`src/sv/tfh_ram.sv`:
```
`timescale 1ns / 1ps
// ----------------------------------------------------------------------------
// tfh_ram
// Generic single-port RAM with registered read.
// ----------------------------------------------------------------------------
module tfh_ram #(
    parameter int WIDTH = 8,
    parameter int DEPTH = 16
) (
    input  logic                     clk,
    input  logic                     we,
    input  logic [$clog2(DEPTH)-1:0] addr,
    input  logic [WIDTH-1:0]         wdata,
    output logic [WIDTH-1:0]         rdata
);

    logic [WIDTH-1:0] mem [DEPTH];

    always_ff @(posedge clk)
    begin
        if (we)
        begin
            mem[addr] <= wdata;
        end
        rdata <= mem[addr];
    end

endmodule

```
`config.mk`:
```
export PLATFORM = sky130hd
export DESIGN_NAME = tfh_ram
export DESIGN_NICKNAME = d
export VERILOG_FILES = /design/src/sv/tfh_ram.sv
export SDC_FILE = /design/constraint.sdc
export NUM_CORES = 1
export LEC_CHECK = 0
export BUFFER_PORTS_ARGS = -buffer_cell sky130_fd_sc_hd__buf_2
export CELL_PAD_IN_SITES_DETAIL_PLACEMENT = 2
export CELL_PAD_IN_SITES_GLOBAL_PLACEMENT = 2
export CORE_UTILIZATION = 35
export CTS_CLUSTER_DIAMETER = 150
export DETAILED_ROUTE_END_ITERATION = 10
export PLACE_DENSITY_LB_ADDON = 0.1
export SLEW_MARGIN = 20
export SYNTH_ARGS = -nofsm -noshare
export SYNTH_HDL_FRONTEND = slang
export SYNTH_SLANG_ARGS = --single-unit
```
`constraint.sdc`:
```
create_clock -name clk -period 2.24 [get_ports clk]
set_input_delay 0.112 -clock clk [delete_from_list [all_inputs] [get_ports clk]]
set_output_delay 0.112 -clock clk [all_outputs]
set_load 0.005 [all_outputs]
```
After elaboration in Yosys (flattened, before gate mapping)
Memories as Yosys holds them, arrays and structs flattened. A register that Yosys moved wholly into a read port is not among the register bits.
Index checks and enable logic that the tools add are counted.
{"block": "op_classes", "muxes": 2}
{"operator": "$mux W1", "n": 2}
{"block": "word_totals", "output_inout_bits": 8, "inputBits": 14, "mem_count": 1, "ramBits": 128, "register_bits": 0}
{"memory": "mem", "words": 16, "width": 8, "read_ports": 1, "rd_clocked_by_memory_dff": 1, "wr": 1, "line_no": "17", "text": "logic [WIDTH-1:0] mem [DEPTH];"}

Logic depth before layout (Yosys ltp)
{"block": "logic_depth", "word_depth": 2, "depth_mapped": 5, "depth_no_buf": 3}

Worst setup path before layout
OpenSTA, ideal clock, no wires.
{"block": "synth_timing", "path_kind": "input to register", "start": "input addr[2]", "end": "memory mem[0][0] (enable)", "path_slack_ps": 635, "setup_ps": 383, "t_arrival_ps": 1222, "cell_stages": 2, "n_path_buf": 0, "cell_sequence": "or3b_2 nor3_1"}
{"element": "start, declared", "line_no": "12", "text": "input logic [$clog2(DEPTH)-1:0] addr,"}
{"element": "end, declared", "line_no": "17"}
Straight into the memory's write port.

==> results.py <==
metrics = {
    "pwr": {
        "peakVddDrop_v": 0.000478,
        "p_leak_nw": 2.04,
        "switching_power_mw": 1.21,
        "clkPwrFrac": 0.494,
        "power.internal_mw": 4.99,
        "switching_share": 0.196,
        "power-per-cell-area_nw_per_um2": 1010,
        "power_frac_comb": 0.044,
        "p_seq_frac": 0.461,
    },
    "routing": {
        "drtAntennaViolNets": 0,
        "drtIter0Drc": 168,
        "drc_errors": 0,
        "vias_per_cell": 5.13,
        "num_vias": 2417,
        "dr.pass1.iters": 4,
        "finalWirelength_um": 11900,
        "wl_per_cell_um": 25.3,
    },
    "yosys": {
        "synth_area_leaders": "edfxtp_1 (76%), mux4_2 (14%), dfxtp_1 (3.2%)",
        "syn_inst": 230,
        "synth_nets": 244,
        "ys_ff_latch": 136,
        "syn-cell-area_um2": 5070,
        "ys_seq_area_frac": 0.790,
        "syn-mean-instance-area_um2": 22.0,
        "yosys.area.top_type": "edfxtp_1",
        "yosysTopAreaCellShare": 0.759,
        "synth_warnings": 0,
        "ys_types": 18,
    },
    "global_routing": {
        "grt_pass1_vias": 2780,
        "grt_pass1_wl_um": 18200,
        "groute.usage.overall": 0.182,
        "grt_overflow": 0,
        "grt_max_degree": 30,
        "antenna_found_initial": 0,
    },
    "sta": {
        "min_period_ns": 1.39,
        "slew_headroom": 0.334,
        "fin_skew_ns": 0.00599,
        "final_hold_viol_count": 0,
        "drv_slew": 0,
        "fmax_mhz": 717,
        "fin_tns_setup_ns": 0,
        "post-route-period-util": 0.622,
        "setup_viol": 0,
        "max_slew.worst_pin.slew_ns": 0.995,
        "rsz0062_at_grt": "no",
    },
    "worst_setup_path": {
        "cp.required_ns": 2.53,
        "crit_path_end_kind": "register",
        "r2r_cells": 3,
        "startpoint": "mem[3][4]",
        "crit_fanout": 1,
        "startpoint_type": "register",
        "worstReg2RegStart": "mem[3][4]",
        "worst-setup-path-type": "reg -> reg",
        "arrival_ns": 1.69,
    },
    "layout": {
        "seq_area_um2": 4000,
        "multi_input_area_um2": 1000,
        "fin_util": 0.439,
        "n_antenna_cell": 0,
        "layout.nets": 292,
        "final_cell_mix": "edfxtp_1 (128), mux4_2 (32), buf_2 (21), buf_4 (18), clkbuf_16 (17)",
        "fill_cells": 1303,
        "layout-drive-gt1-share": 0.357,
        "final_common_cell": "edfxtp_1",
        "syn2layout_area_growth_pct": 21.3,
    },
    "floorplanning": {
        "dieArea_um2": 15000,
        "core_um2": 14000,
        "start_util": 0.362,
        "dieHeight_um": 122,
        "ios": 22,
        "fp.dieW_um": 122,
        "rows": 43,
    },
    "min_path": {
        "min_from": "wdata[2]",
        "min_delay_path_depth": 1,
        "hp-class": "in -> reg",
    },
    "place": {
        "port-buffer-count": 21,
        "gp_congestion": 0.691,
        "place_hpwl_um": 7410,
    },
    "flow_run": {
        "maxCapViolCount": 0,
    },
    "cts": {
        "ctsResizeCount": 0,
        "cts_tree": "done",
        "clock_latency_ns": 0.42,
        "clk_pin_slew_ns": 0.06,
        "clockRootBuffer": "clkbuf_16",
        "postCtsSetupBuffers": 0,
        "cts_buffers": 17,
        "cts_sinks": 136,
        "cts_max_level": 4,
        "clockBufferDepth": 2,
        "cts_hold_buffers": 0,
    },
    "run_status": {
        "status": "finished clean",
    },
}
-- area by class of cell --
type | count | area share
Sequential cell | 136 | 0.651
Multi-Input combinational cell | 83 | 0.163
Clock buffer | 20 | 0.0743
Timing Repair Buffer | 40 | 0.0423
Tap cell | 180 | 0.0366
Clock inverter | 12 | 0.0322
-- layer usage --
layer	up-vias	GRT usage	wire, um
li1	1062	-	-
met1	1293	0.231	5310
met2	44	0.297	6080
met3	18	0.0441	299
met4	0	0.0777	227
met5	-	0	0
-- state kept, by name, summed over array words and instances (netlist names) --
signal / count
rdata: 8
mem: 128
-- power by group through the flow --
stage | Sequential [mW] | Combinational [mW] | Clock [mW]
2_1_floorplan | 2.91 | 0.147 | 0
3_3_place_gp | 2.91 | 0.278 | 0
3_5_place_dp | 2.92 | 0.281 | 0
4_1_cts | 2.86 | 0.284 | 3.13
5_1_grt | 2.87 | 0.303 | 3.23
6_report | 2.86 | 0.276 | 3.07
-- worst max-delay path, cell delays in order, from the launching register on --
cell	delay, ns
edfxtp_1	0.36
mux4_2	0.48
a22oi_1	0.34
nand2_1	0.09
-- cell usage after synthesis, drive strengths merged --
cell    count
edfxtp    128
mux4       32
a22oi      16
nor2       13
nand2       9
buf         8
dfxtp       8
nor3        4
clkbuf      3
nand2b      2
nand3b      2
nor2b       2
and2        1
nand3       1
or3b        1
-- through the flow --
step	cell area [um2]	worst slack, ns	hold slack, ns	cells	total power [mW]
6_report	6150	0.846	0.0892	471	6.20
5_1_grt	6150	0.799	0.0879	471	6.40
4_1_cts	6150	0.853	0.0758	471	6.28
3_5_place_dp	5490	0.458	0.496	439	3.20
3_3_place_gp	5490	0.493	0.490	439	3.19
2_1_floorplan	5070	0.635	0.211	230	3.06
-- path summary, 6_finish.rpt --
check | to | slack [ns]
setup / recovery | rdata[4] | 0.85
hold / removal | mem[7][2] | 0.09
setup reg to reg | rdata[4] | 0.85
hold reg to reg | rdata[0] | 0.68
-- logic make-up after synthesis --
family,count (synthesis),share of synthesized area
compound gates,16,0.0237
buf+inv,11,0.0119
flops,136,0.790
mux,32,0.142
simple gates,35,0.0321
Power figures use the tool's default switching activity.
