### config.mk
export PLATFORM = sky130hd
export DESIGN_NAME = tfh_mod
export DESIGN_NICKNAME = d
export VERILOG_FILES = /design/src/sv/tfh_pkg.sv /design/src/sv/tfh_mod.sv
export SDC_FILE = /design/constraint.sdc
export NUM_CORES = 1
export LEC_CHECK = 0
export BUFFER_PORTS_ARGS = -buffer_cell sky130_fd_sc_hd__buf_2
export CELL_PAD_IN_SITES_DETAIL_PLACEMENT = 1
export CELL_PAD_IN_SITES_GLOBAL_PLACEMENT = 1
export CORE_ASPECT_RATIO = 1.75
export CORE_UTILIZATION = 39
export CTS_CLUSTER_SIZE = 14
export DETAILED_ROUTE_END_ITERATION = 8
export HOLD_SLACK_MARGIN = 0.12
export PLACE_DENSITY_LB_ADDON = 0.1
export SLEW_MARGIN = 10
export SYNTH_ARGS = -nofsm -noshare
export SYNTH_HDL_FRONTEND = slang
export SYNTH_SLANG_ARGS = --single-unit
### constraint.sdc
create_clock -name clk -period 3.1 [get_ports clk]
set_clock_uncertainty 0.05 [all_clocks]
set_input_delay 0 -clock clk [delete_from_list [all_inputs] [get_ports clk]]
set_output_delay 0 -clock clk [all_outputs]
set_load 0.05 [all_outputs]
### src/sv/tfh_pkg.sv
`timescale 1ns / 1ps
// ----------------------------------------------------------------------------
// tfh_pkg
// Shared types, widths and codes of the triangle face hash table.
// ----------------------------------------------------------------------------
package tfh_pkg;

    localparam int TABLE_DEPTH = 4096;
    localparam int ADDR_BITS   = $clog2(TABLE_DEPTH);
    localparam int LIMIT_BITS  = ADDR_BITS + 1;
    localparam int VERTEX_BITS = 24;
    localparam int SUM_BITS    = VERTEX_BITS + 2;
    localparam int KEY_BITS    = VERTEX_BITS + 5;
    localparam int ID_BITS     = 30;
    localparam int KIND_BITS   = 2;
    localparam int STATUS_BITS = 3;
    localparam int BKT_BITS    = 12;
    localparam int CFG_IDX_BITS  = 2;
    localparam int CFG_DATA_BITS = 13;

    localparam int KEY_MUL_MIN = 7;
    localparam int KEY_MUL_MAX = 11;

    localparam logic [KIND_BITS-1:0] KIND_INSERT = 2'd0;
    localparam logic [KIND_BITS-1:0] KIND_LOOKUP = 2'd1;
    localparam logic [KIND_BITS-1:0] KIND_CLEAR  = 2'd2;

    localparam logic [STATUS_BITS-1:0] ST_NEW     = 3'd0;
    localparam logic [STATUS_BITS-1:0] ST_FOUND   = 3'd1;
    localparam logic [STATUS_BITS-1:0] ST_MISS    = 3'd2;
    localparam logic [STATUS_BITS-1:0] ST_FULL    = 3'd3;
    localparam logic [STATUS_BITS-1:0] ST_CLEARED = 3'd4;

    localparam logic [CFG_IDX_BITS-1:0] CFG_BUCKET_COUNT = 2'd0;
    localparam logic [CFG_IDX_BITS-1:0] CFG_TABLE_LIMIT  = 2'd1;

    localparam logic [BKT_BITS-1:0]   BUCKET_RESET = 12'd1024;
    localparam logic [LIMIT_BITS-1:0] LIMIT_RESET  = LIMIT_BITS'(TABLE_DEPTH);

    typedef struct packed {
        logic [VERTEX_BITS-1:0] min_vertex;
        logic [VERTEX_BITS-1:0] max_vertex;
        logic [SUM_BITS-1:0]    vertex_sum;
        logic [ID_BITS-1:0]     id;
        logic [ADDR_BITS-1:0]   link;
    } entry_t;

    localparam int ENTRY_BITS = $bits(entry_t);

    typedef enum logic [2:0] {
        S_CLR,
        S_IDLE,
        S_MOD,
        S_RD,
        S_CHK,
        S_NEW,
        S_DONE
    } state_t;

endpackage

### src/sv/tfh_mod.sv
`timescale 1ns / 1ps
// ----------------------------------------------------------------------------
// tfh_mod
// Restoring remainder unit: one dividend bit per cycle, one shared subtractor.
// ----------------------------------------------------------------------------
module tfh_mod
    import tfh_pkg::*;
(
    input  logic                  clk,
    input  logic                  rst_n,
    input  logic                  start,
    input  logic [KEY_BITS-1:0]   dividend,
    input  logic [LIMIT_BITS-1:0] divisor,
    output logic                  done,
    output logic [ADDR_BITS-1:0]  remainder
);

    localparam int CNT_BITS = $clog2(KEY_BITS + 1);

    logic [LIMIT_BITS-1:0] rem_reg;
    logic [KEY_BITS-1:0]   dvd_reg;
    logic [LIMIT_BITS-1:0] div_reg;
    logic [CNT_BITS-1:0]   cnt_reg;
    logic                  busy_reg;
    logic                  done_reg;
    logic [LIMIT_BITS:0]   trial;
    logic [LIMIT_BITS:0]   diff;

    assign trial = {rem_reg, dvd_reg[KEY_BITS-1]};
    assign diff  = trial - {1'b0, div_reg};

    always_ff @(posedge clk or negedge rst_n)
    begin
        if (!rst_n)
        begin
            busy_reg <= 1'b0;
            done_reg <= 1'b0;
            cnt_reg  <= '0;
        end
        else
        begin
            done_reg <= 1'b0;
            if (start)
            begin
                busy_reg <= 1'b1;
                cnt_reg  <= CNT_BITS'(KEY_BITS);
            end
            else if (busy_reg)
            begin
                cnt_reg <= cnt_reg - 1'b1;
                if (cnt_reg == CNT_BITS'(1))
                begin
                    busy_reg <= 1'b0;
                    done_reg <= 1'b1;
                end
            end
        end
    end

    always_ff @(posedge clk)
    begin
        if (start)
        begin
            rem_reg <= '0;
            dvd_reg <= dividend;
            div_reg <= divisor;
        end
        else if (busy_reg)
        begin
            dvd_reg <= {dvd_reg[KEY_BITS-2:0], 1'b0};
            if (trial >= {1'b0, div_reg})
            begin
                rem_reg <= diff[LIMIT_BITS-1:0];
            end
            else
            begin
                rem_reg <= trial[LIMIT_BITS-1:0];
            end
        end
    end

    assign done      = done_reg;
    assign remainder = rem_reg[ADDR_BITS-1:0];

endmodule

# Word-level counts from Yosys, hierarchy flattened
# Cells that the tools add are included.
[op_classes] addsub=2 order_cmp=1 eq_ne=1 muxes=11 reduce_logical=1
[ops] op="$mux 29" count=2
[ops] op="$ge 14x13->1" count=1
[ops] op="$mux 13" count=1
[ops] op="$sub 13x13->13" count=1
[ops] op="$mux 5" count=2
[ops] op="$mux 1" count=6
[ops] op="$eq 5x1->1 const B" count=1
[ops] op="$sub 5x1->5 const B" count=1
[ops] op="$reduce_bool 2->1" count=1
[totals] regBits=62 input_bits=45 output_inout_bits=13 word_cells=22

# Longest topological paths before layout
# Gate-level depths: netlist of run 1.
[depth] depth_word=4 depth_mapped=11 ltp_nobuf=10

# Worst setup path after synthesis of run 1
# No wires, ideal clock.
[synth_path] path_type="register to register" startpoint="reg dvd_reg[28]" endpoint="reg rem_reg[2]" setup_ns=0.137 arrival_ns=2.129 required_time_ns=2.913 setup_slack_ns=0.783 stages_incl_launch_ff=11 n_path_buf=0 period_less_slack_ns=2.317 path_cell_list="edfxtp_1 > inv_1 > ha_1 > fa_1 > and2b_1 > o2111ai_1 > nand2_1 > nor3_2 > o31ai_4 > mux2i_1 > a211oi_1"
[synth_between] elab_chain_cells=2 elab_cells_between_ends=3 classes_between="add/sub (1); order compare (1); mux (1)"
[synth_rtl] item="from (decl)" line_no="tfh_mod.sv:21" text="logic [KEY_BITS-1:0] dvd_reg;"
[synth_rtl] item="from (signal assigned)" line_no="tfh_mod.sv:65" text="dvd_reg <= dividend;"
[synth_rtl] item="from (signal assigned)" line_no="tfh_mod.sv:70" text="dvd_reg <= {dvd_reg[KEY_BITS-2:0], 1'b0};"
[synth_rtl] item="$sub 13x13->13 or $ge 14x13->1 (tied branches)" line_no="tfh_mod.sv:30, tfh_mod.sv:71"
[synth_rtl] item="$mux 13 (*)" line_no="tfh_mod.sv:71" text="if (trial >= {1'b0, div_reg})"
[synth_rtl] item="to (signal assigned)" line_no="tfh_mod.sv:73" text="rem_reg <= diff[LIMIT_BITS-1:0];"
[synth_rtl] item="to (signal assigned)" line_no="tfh_mod.sv:77" text="rem_reg <= trial[LIMIT_BITS-1:0];"
[synth_rtl] item="to (decl)" line_no="tfh_mod.sv:20" text="logic [LIMIT_BITS-1:0] rem_reg;"
# Mark *: on every way between the ends. The rest lies on a longest branch, timed or not.
# A chain may end at the register's enable or synchronous reset.

# Final worst setup path of run 1
[layout_path] startpoint="reg dvd_reg[28]" endpoint="reg rem_reg[12]"
# The elaborated chain is that of the path after synthesis.

==> impl_results.md, run 1 <==
- Cell variety after synth: 50
- Post-DP HPWL: 5299 um
- Register area share after synthesis: 52.19%
- Worst-path fanout max: 8
- Placed cells: 401
- Drc violations: 1
- Clock sink count: 62
- Number of DRC violations after detailed-routing iteration 0: 76
- Non-filler cells, final: 462
- Share of cells above drive strength 1: 26.34%
- Minimum clock period: 2734 ps
- Most frequent cells in the layout: buf_2 (57), dlygate4sd3_1 (45), edfxtp_1 (42)
- Clk slew on worst S/H paths: 50 ps
- Fmax: 365.8 MHz
- Power per cell area: 555.3 nW/um^2
- Initial Utilization: 40.55%
- Critical path type: reg -> reg
- Relative slew slack: 61.34%
- Syn avg cell area: 11.82 sq um
- Syn nets: 336
- Failing checks: design-rule violations
- Reg2reg setup slack: 370 ps
- Final period util: 88.19%
- Post-layout nets: 428
- Reg-to-reg critical path startpoint: dvd_reg[28]$_DFFE_PP_
- Leak Pwr: 1.793 nW
- Crit start category: register
- CTS H-tree depth: 3
- Final wirelength: 7609 um
- Die Y: 122.8 um
- Largest net degree at the start of global routing: 41
- Initial antenna violation count: 0
- WHS Path Cells: 2
- First-pass GRT wire length: 12590 um
- Outcome: complete, but fails checks
- Via count: 2395
- Pins Over Slew Limit: 0
- Max VDD drop: 0.3037 mV
- Largest register FFs: 29
- CTS Buffer Depth: 2
- Final RePlAce weighted congestion: 0.7534
- Synth Instances: 275
- Min-delay src: divisor[3]
- Vias in the first global route: 2620
- Unrepaired setup endpoints after global routing: false
- Inserted Clock Buffers: 9
- Die extent in x: 71.02 um
- Drt first pass iters: 8
- Worst Hold Class: in -> reg
- FP Rows: 43
- Via density: 5.184
- Worst-case hold path end point: div_reg[3]$_DFFE_PP_
- Max-cap violations: 0
- Die area: 8719 sq um
- #FFs+latches synth: 62
- Gr ovfl total: 0
- Wirelength per Cell: 16.47 um
- Mapped cell area: 3251 sq um
- IO Port Bufs: 57
- CTS Root Cell: clkbuf_16
- Top Ports: 58
- Final setup violating endpoints: 0
- Yosys warnings: 0
- Endpoint type of the worst setup path: register
- GRT Total Usage: 19.56%
- Final Hold Viols: 0
- Core box area: 8016 sq um
- Worst Path Required: 3300 ps
- Setup TNS: 0 ps
- Pin slew with the least headroom to its limit: 578.7 ps
- Routed Antenna Nets: 0
- FF-to-FF End: rem_reg[12]$_SDFFE_PP0P_
- Clock tree from TritonCTS: done
- Worst Reg-to-Reg Cells: 10
- Ant. Diodes: 0
- Critical Path AT: 2930 ps
- Synth-to-Final Area Change: 30.49%
- Commonest non-fill, non-tap cell in the layout: buf_2
- Worst skew pair latency: 330 ps
==> layer usage <==
layer	wire (um)	up-vias	global-route usage [%]	share of wire, %
met3	252	16	3.284	3.3
met5	0	-	0	0
met1	2781	1155	18.99	37
met2	4356	50	37.86	57
met4	218	0	11.63	2.9
li1	-	1174	-	-
==> logic make-up (layout without fill, tap and decap cells) <==
kind of cell | count (synthesis) | count (layout) | synth area share, %
flops | 62 | 62 | 52.19
mux | 33 | 33 | 11.24
fa+ha+maj | 16 | 16 | 6.390
xor+xnor | 14 | 14 | 3.772
buf+inv | 43 | 140 | 6.428
simple gates | 59 | 59 | 9.200
compound gates | 48 | 48 | 10.78
==> critical path, stage by stage (launching register included) <==
cell,delay [ps]
edfxtp_1,350
inv_1,60
ha_1,230
fa_1,410
and2b_1,230
o2111ai_1,120
nand2_1,140
nor3_2,70
o31ai_4,540
nand2_1,220
o211ai_1,230
==> repair_timing <==
action                    CTS  global route
resized for setup           0             0
hold endpoints to repair   62             0
hold buffers               45             0
setup buffers               0             0
==> where the power goes <==
group / switching [W] / internal, W
registers: 0.0000406 / 0.000966
logic: 0.000255 / 0.000212
clock network: 0.000351 / 0.000530
==> worst max-delay path by stage <==
stage	to	cells after the start	startpoint
global placement	rem_reg[12]$_SDFFE_PP0P_	10	dvd_reg[28]$_DFFE_PP_
finish	rem_reg[12]$_SDFFE_PP0P_	10	dvd_reg[28]$_DFFE_PP_
global route	rem_reg[12]$_SDFFE_PP0P_	10	dvd_reg[28]$_DFFE_PP_
floorplan	rem_reg[2]$_SDFFE_PP0P_	10	dvd_reg[28]$_DFFE_PP_
CTS	rem_reg[12]$_SDFFE_PP0P_	10	dvd_reg[28]$_DFFE_PP_
detailed placement	rem_reg[12]$_SDFFE_PP0P_	10	dvd_reg[28]$_DFFE_PP_
==> synth_stat cells, drive strengths merged <==
cell type	number	area share (%)
and2	2	0.38
o21a	1	0.23
nor4	1	0.19
dfrtp	7	5.4
nor4b	1	0.27
o21bai	1	0.23
ha	15	5.8
xor2	3	0.81
nor2b	1	0.19
or4b	1	0.31
fa	1	0.62
edfxtp	42	39
clkbuf	9	1.0
a311oi	1	0.27
o311ai	1	0.27
nand3	4	0.62
nand2	12	1.4
nand4b	1	0.27
nand2b	8	1.5
dfxtp	13	8.0
a21o	4	0.92
a211o	1	0.27
and2b	1	0.23
a32oi	5	1.3
or2	1	0.19
mux2	28	9.7
o31a	1	0.27
nand4	3	0.58
a21oi	9	1.4
xnor2	11	3.0
mux2i	5	1.5
and3	1	0.19
inv	19	2.2
a211oi	9	2.1
nor3	4	0.77
o22a	1	0.27
o2111ai	2	0.54
buf	15	3.2
o21ai	7	1.1
o31ai	2	0.89
a31oi	1	0.19
a221o	1	0.31
o211ai	1	0.23
nor2	18	2.1
==> cell type report <==
| cell class | count | area [sq um] |
|---|---|---|
| Tap cell | 90 | 112.6 |
| Clock buffer | 10 | 229.0 |
| Sequential cell | 62 | 1697 |
| Fill cell | 873 | 3775 |
| Timing Repair Buffer | 105 | 758.2 |
| Inverter | 19 | 71.32 |
| Clock inverter | 6 | 28.78 |
| Multi-Input combinational cell | 170 | 1345 |
==> per-stage QoR <==
stage,util (%),hold slack (ps),worst slack [ps],area (sq um),power (W)
3_5_place_dp,44.08,-198.6,362.1,3533,0.001449
3_3_place_gp,44.08,-204.6,503.1,3533,0.001439
2_1_floorplan,-,-345.6,783.2,3251,0.001342
6_report,52.91,328.6,366.0,4242,0.002355
5_1_grt,52.91,332.5,111.1,4242,0.002468
4_1_cts,52.91,316.8,329.8,4242,0.002382
No activity file was read; power rests on OpenSTA's default activity.
==> run 2, diff against run 1 <==
CORE_UTILIZATION = 44   (was 39)
MAX_ROUTING_LAYER = met4   (was default)
==> run 2 against run 1 <==
Net effect: the run now ends clean; highest routed layer unchanged; flip-flop and latch count is the same; cell count decreased by 1.1%; register-to-register slack gained 20 ps; setup slack better by 24 ps; critical path type unchanged; sequential share of layout area decreased by 0.30 points.
==> impl_results.md, run 2 (synthesized netlist as in run 1, its figures left out) <==
- Outcome: finished, final reports clean (was complete, but fails checks)
- Routed Antenna Nets: 0 (unchanged)
- Fmax: 369.0 MHz (was 365.8 MHz)
- Leak Pwr: 1.805 nW (was 1.793 nW)
- Met2 GRT Util: 44.38% (was 37.86%)
- Net Sw Power: 0.0006677 W (was 0.0006472 W)
- First-pass GRT wire length: 13010 um (was 12590 um)
- Setup TNS: 0 ps (unchanged)
- Final RePlAce weighted congestion: 0.8446 (was 0.7534)
- Critical path type: reg -> reg (unchanged)
- Share of cells above drive strength 1: 25.88% (was 26.34%)
- Most common cell on crit path: nand2_1 (unchanged)
- Placed Instance Area: 3528 sq um (was 3533 sq um)
- Worst-case hold path end point: div_reg[7]$_DFFE_PP_ (was div_reg[3]$_DFFE_PP_)
- Initial antenna violation count: 0 (unchanged)
- Pin slew with the least headroom to its limit: 615.8 ps (was 578.7 ps)
- Max VDD drop: 0.3166 mV (was 0.3037 mV)
- Max-cap violations: 0 (unchanged)
- Worst skew pair latency: 330 ps (about the same)
- WHS Path Cells: 1 (was 2)
- Final period util: 87.41% (was 88.19%)
- Vias in the first global route: 2648 (was 2620)
- Clk slew on worst S/H paths: 60 ps (was 50 ps)
- Worst Path Required: 3290 ps (was 3300 ps)
- GR met3 Demand/Resource: 4.921% (was 3.284%)
- Gr ovfl total: 0 (unchanged)
- Post-layout nets: 427 (was 428)
- Final setup violating endpoints: 0 (unchanged)
- CP cell instances: inv_1, ha_1, fa_1, and2b_1, o2111ai_1, nand2_1, nor3_2, o31ai_4, nand2_1, o211ai_1 (unchanged)
- Minimum clock period: 2710 ps (was 2734 ps)
- Reg-to-reg critical path startpoint: dvd_reg[28]$_DFFE_PP_ (unchanged)
- Number of DRC violations after detailed-routing iteration 0: 98 (was 76)
- Min-delay src: start (was divisor[3])
- Crit start category: register (unchanged)
- Die Y: 115.7 um (was 122.8 um)
- Core box area: 7182 sq um (was 8016 sq um)
- Crit-path max cell delay: 550 ps (was 540 ps)
- Critical Path AT: 2900 ps (was 2930 ps)
- Commonest non-fill, non-tap cell in the layout: buf_2 (unchanged)
- Grt peak-use layer: met2 (unchanged)
- Finished layout cell area: 4274 sq um (was 4242 sq um)
- Clock sink count: 62 (unchanged)
- Via density: 5.249 (was 5.184)
- CTS H-tree depth: 3 (unchanged)
- Switch share: 26.29% (was 27.48%)
- Largest register FFs: 29 (unchanged)
- Met1 usage: 23.56% (was 18.99%)
- Ant. Diodes: 0 (unchanged)
- Clk network pwr share: 41.8% (was 37.4%)
- Comb pwr share: 18.6% (was 19.8%)
- Post-DP HPWL: 4989 um (was 5299 um)
- Clock tree from TritonCTS: done (unchanged)
- Die extent in x: 66.98 um (was 71.02 um)
- Initial Utilization: 45.26% (was 40.55%)
- Int Power: 0.001871 W (was 0.001708 W)
- Drt first pass iters: 4 (was 8)
- Worst Hold Class: in -> reg (unchanged)
- FF-to-FF End: rem_reg[12]$_SDFFE_PP0P_ (unchanged)
- Endpoint type of the worst setup path: register (unchanged)
- Post-CTS setup buffer count: 0 (unchanged)
- Inserted Clock Buffers: 9 (unchanged)
- Unrepaired setup endpoints after global routing: false (unchanged)
- Largest net degree at the start of global routing: 33 (was 41)
- Worst Reg-to-Reg Cells: 10 (unchanged)
- FP Rows: 41 (was 43)
- Worst-path fanout max: 8 (unchanged)
- Relative slew slack: 58.94% (was 61.34%)
- Power per cell area: 594.1 nW/um^2 (was 555.3 nW/um^2)
- Final wirelength: 8246 um (was 7609 um)
- IO Port Bufs: 57 (unchanged)
- Slowest cell on the critical path: o31ai_4 (unchanged)
- Die area: 7749 sq um (was 8719 sq um)
- Most frequent cells in the layout: buf_2 (57), dlygate4sd3_1 (44), edfxtp_1 (42) (was buf_2 (57), dlygate4sd3_1 (45), edfxtp_1 (42))
- Synth-to-Final Area Change: 31.49% (was 30.49%)
- Drc violations: 0 (was 1)
- Sequential share of power: 39.6% (was 42.7%)
- Reg2reg setup slack: 390 ps (was 370 ps)
- Final Hold Viols: 0 (unchanged)
- CTS Root Cell: clkbuf_16 (unchanged)
- CTS Buffer Depth: 2 (unchanged)
- Via count: 2399 (was 2395)
- Top Ports: 58 (unchanged)
- GRT Total Usage: 24.20% (was 19.56%)
- Wirelength per Cell: 18.04 um (was 16.47 um)
- Pins Over Slew Limit: 0 (unchanged)
[run 2: cell count changes in the layout (fill, tap and decap cells not counted)]
cell           change
clkinv_2           -4
bufinv_16          +2
clkinv_1           +2
dlygate4sd3_1      -1
[run 2: worst max-delay path: cells and delay by family, from the launching register on]
| family | cells | cell delay (ps) |
|---|---|---|
| buffers and inverters | 1 | 50 |
| adders and majority gates | 2 | 630 |
| and+or+nand+nor | 4 | 660 |
| AOI/OAI and AO/OA | 3 | 900 |
| DFF | 1 | 340 |
[run 2: area by class of cell]
class / count / area, sq um
fillers: 756 / 2908
flip-flops and latches: 62 / 1697
multi-input cells: 170 / 1345
repair buffers: 104 / 748.2
clock buffers: 10 / 229.0
well taps: 86 / 107.6
clock inverters: 6 / 76.32
inverters: 19 / 71.32
[run 2: worst max-delay path by stage]
stage                           from                       end  slack [ps]  cells past startpoint
2_1_floorplan  dvd_reg[28]$_DFFE_PP_   rem_reg[2]$_SDFFE_PP0P_         780                     10
3_3_place_gp   dvd_reg[28]$_DFFE_PP_  rem_reg[12]$_SDFFE_PP0P_         530                     10
3_5_place_dp   dvd_reg[28]$_DFFE_PP_  rem_reg[12]$_SDFFE_PP0P_         460                     10
4_1_cts        dvd_reg[28]$_DFFE_PP_   rem_reg[2]$_SDFFE_PP0P_         410                     10
5_1_grt        dvd_reg[28]$_DFFE_PP_  rem_reg[12]$_SDFFE_PP0P_         210                     10
6_report       dvd_reg[28]$_DFFE_PP_  rem_reg[12]$_SDFFE_PP0P_         390                     10
[run 2: stage by stage]
stage	hold slack (ps)	power, W	setup slack, ps	cells	util, %
after floorplan	-345.6	0.001342	783.2	275	-
after global placement	-206.3	0.001437	529.5	397	49.13
after detailed placement	-201.5	0.001442	464.6	397	49.13
after CTS	177.4	0.002540	411.3	457	59.51
after global routing	187.6	0.002642	214.6	457	59.51
final	178.4	0.002539	390.2	457	59.51
[run 2: what timing repair did]
action                    CTS  global route
hold endpoints to repair   49             0
hold buffers               44             0
resized for setup           0             0
[run 2: power by group through the flow]
stage	clock (W)	sequential, W	combinational [W]
2_1_floorplan	0	0.00101	0.000335
4_1_cts	0.00107	0.00101	0.000468
5_1_grt	0.00111	0.00102	0.000515
6_report	0.00106	0.00101	0.000472
3_3_place_gp	0	0.00102	0.000416
3_5_place_dp	0	0.00102	0.000420
[run 2: routing by layer]
layer	up-vias	share of wire, %
met3	18	2.6
met2	51	57
met5	-	0
met1	1159	37
met4	0	3.0
li1	1171	-
==> run 3, diff against run 2 <==
REMOVE_ABC_BUFFERS = 1   (was default)
==> run 3 against run 2 <==
Net effect: critical path depth unchanged; core utilization decreased by 0.38 points; fmax increased by 2.4%; via count increased by 1.3%; global-route usage increased by 0.52 points; cell count increased by 0.22%; flip-flop and latch count unchanged; die area unchanged; total power decreased by 6.1%; setup slack improved by 63 ps; combinational power about the same; cell area decreased by 0.64%; critical endpoint unchanged.
==> impl_results.md, run 3 (synthesized netlist as in run 1, its figures left out) <==
- FP Rows: 41 (unchanged)
- Initial antenna violation count: 0 (unchanged)
- Die Y: 115.7 um (unchanged)
- Pin slew with the least headroom to its limit: 689.4 ps (was 615.8 ps)
- GRT Total Usage: 24.72% (was 24.20%)
- Top Ports: 58 (unchanged)
- CTS Buffer Depth: 2 (unchanged)
- Commonest non-fill, non-tap cell in the layout: buf_2 (unchanged)
- Final period util: 85.38% (was 87.41%)
- Inserted Clock Buffers: 9 (unchanged)
- Util after Layout: 59.13% (was 59.51%)
- Clk slew on worst S/H paths: 50 ps (was 60 ps)
- Endpoint type of the worst setup path: register (unchanged)
- Final setup violating endpoints: 0 (unchanged)
- Drt first pass iters: 4 (unchanged)
- Routed Antenna Nets: 0 (unchanged)
- Setup TNS: 0 ps (unchanged)
- Power per cell area: 561.3 nW/um^2 (was 594.1 nW/um^2)
- Drc violations: 0 (unchanged)
- # fillers: 782 (was 756)
- Leak Pwr: 1.790 nW (was 1.805 nW)
- Clock tree from TritonCTS: done (unchanged)
- Hold_ws: 329.6 ps (was 178.4 ps)
- Worst Hold Class: in -> reg (unchanged)
- Number of DRC violations after detailed-routing iteration 0: 80 (was 98)
- IO Port Bufs: 57 (unchanged)
- Critical Path AT: 2840 ps (was 2900 ps)
- Vias in the first global route: 2582 (was 2648)
- Die area: 7749 sq um (unchanged)
- Fmax: 377.8 MHz (was 369.0 MHz)
- Worst-path fanout max: 8 (unchanged)
- Relative slew slack: 54.04% (was 58.94%)
- CTS Root Cell: clkbuf_16 (unchanged)
- Clock sink count: 62 (unchanged)
- Worst skew pair latency: 330 ps (about the same)
- Max VDD drop: 0.5203 mV (was 0.3166 mV)
- Largest register FFs: 29 (unchanged)
- Synth-to-Final Area Change: 30.64% (was 31.49%)
- Unrepaired setup endpoints after global routing: false (unchanged)
- Final Hold Viols: 0 (unchanged)
- Ant. Diodes: 0 (unchanged)
- Initial Utilization: 45.26% (unchanged)
- Via count: 2431 (was 2399)
- Die extent in x: 66.98 um (unchanged)
- CTS H-tree depth: 3 (unchanged)
- Max-cap violations: 0 (unchanged)
- Wirelength per Cell: 18.06 um (was 18.04 um)
- Worst Path Required: 3300 ps (was 3290 ps)
- Minimum clock period: 2647 ps (was 2710 ps)
- Largest net degree at the start of global routing: 58 (was 33)
- Core box area: 7182 sq um (unchanged)
- Most frequent cells in the layout: buf_2 (57), dlygate4sd3_1 (45), edfxtp_1 (42) (was buf_2 (57), dlygate4sd3_1 (44), edfxtp_1 (42))
- Post-DP HPWL: 5097 um (was 4989 um)
- Crit start category: register (unchanged)
- First-pass GRT wire length: 12900 um (was 13010 um)
- Final wirelength: 8271 um (was 8246 um)
- Critical path type: reg -> reg (unchanged)
- Share of cells above drive strength 1: 26.08% (was 25.88%)
- Gr ovfl total: 0 (unchanged)
- Outcome: finished, final reports clean (unchanged)
- Via density: 5.308 (was 5.249)
- Pins Over Slew Limit: 0 (unchanged)
- Post-layout nets: 428 (was 427)
- Post-CTS Resized: 0 (unchanged)
- Final RePlAce weighted congestion: 0.7675 (was 0.8446)
-- run 3: cell types whose count changed in the layout (fill, tap and decap cells not counted) --
| cell | before | now |
|---|---|---|
| bufinv_16 | 2 | 0 |
| dlygate4sd3_1 | 44 | 45 |
| clkinvlp_4 | 0 | 1 |
| clkbuf_8 | 0 | 1 |
| clkinv_1 | 3 | 2 |
| clkinv_2 | 1 | 2 |
-- run 3: final cells by class --
| class | instances | area (sq um) | area share (%) |
|---|---|---|---|
| inverters | 19 | 71.32 | 1.679 |
| well taps | 86 | 107.6 | 2.534 |
| flip-flops and latches | 62 | 1697 | 39.95 |
| clock inverters | 5 | 25.02 | 0.5893 |
| repair buffers | 105 | 758.2 | 17.86 |
| multi-input cells | 170 | 1345 | 31.67 |
| clock buffers | 11 | 242.7 | 5.716 |
-- run 3: critical path: stages, from the launching register on --
cell and delay (ps):
edfxtp_1 350, inv_1 50, ha_1 220, fa_1 400
and2b_1 230, o2111ai_1 110, nand2_1 140, nor3_2 80
o31ai_4 510, nand2_1 210, o211ai_1 230
-- run 3: power breakdown --
part           internal [W]  switching [W]
Combinational      0.000212       0.000260
Clock              0.000554       0.000350
Sequential         0.000966      0.0000418
Total               0.00173       0.000652
-- run 3: final timing paths --
path | startpoint | end | slack (ps) | cells past startpoint
worst max-delay path | dvd_reg[28]$_DFFE_PP_ | rem_reg[12]$_SDFFE_PP0P_ | 450 | 10
worst min-delay path | divisor[8] | div_reg[8]$_DFFE_PP_ | 330 | 2
worst max register to register | dvd_reg[28]$_DFFE_PP_ | rem_reg[12]$_SDFFE_PP0P_ | 450 | 10
worst min register to register | dvd_reg[22]$_DFFE_PP_ | dvd_reg[23]$_DFFE_PP_ | 470 | 1
max in group asynchronous | rst_n | done$_DFF_PN0_ | 2170 | 3
min in group asynchronous | rst_n | cnt_reg[1]$_DFFE_PN0P_ | 590 | 3
-- run 3: repair_timing --
action | CTS | global route
hold buffers | 45 | 0
setup endpoints to repair | 0 | 0
hold endpoints to repair | 51 | 0
setup buffers | 0 | 0
-- run 3: per-layer routing --
metal  track usage (%)  vias to the layer above  part of all wire, %
li1                  -                     1176                    -
met1             22.78                     1193                   35
met2             46.46                       48                   59
met3             4.921                       14                  2.8
met4             11.77                        0                  2.9
met5                 -                        -                    0
-- run 3: metrics by stage --
stage,cell area (sq um),worst slack [ps],total power (W),cells
after floorplan,3113,460.7,0.001310,251
after global placement,3528,518.1,0.001436,397
after detailed placement,3528,428.0,0.001447,397
after CTS,4247,439.3,0.002409,458
after global routing,4247,303.2,0.002490,458
final,4247,453.3,0.002384,458
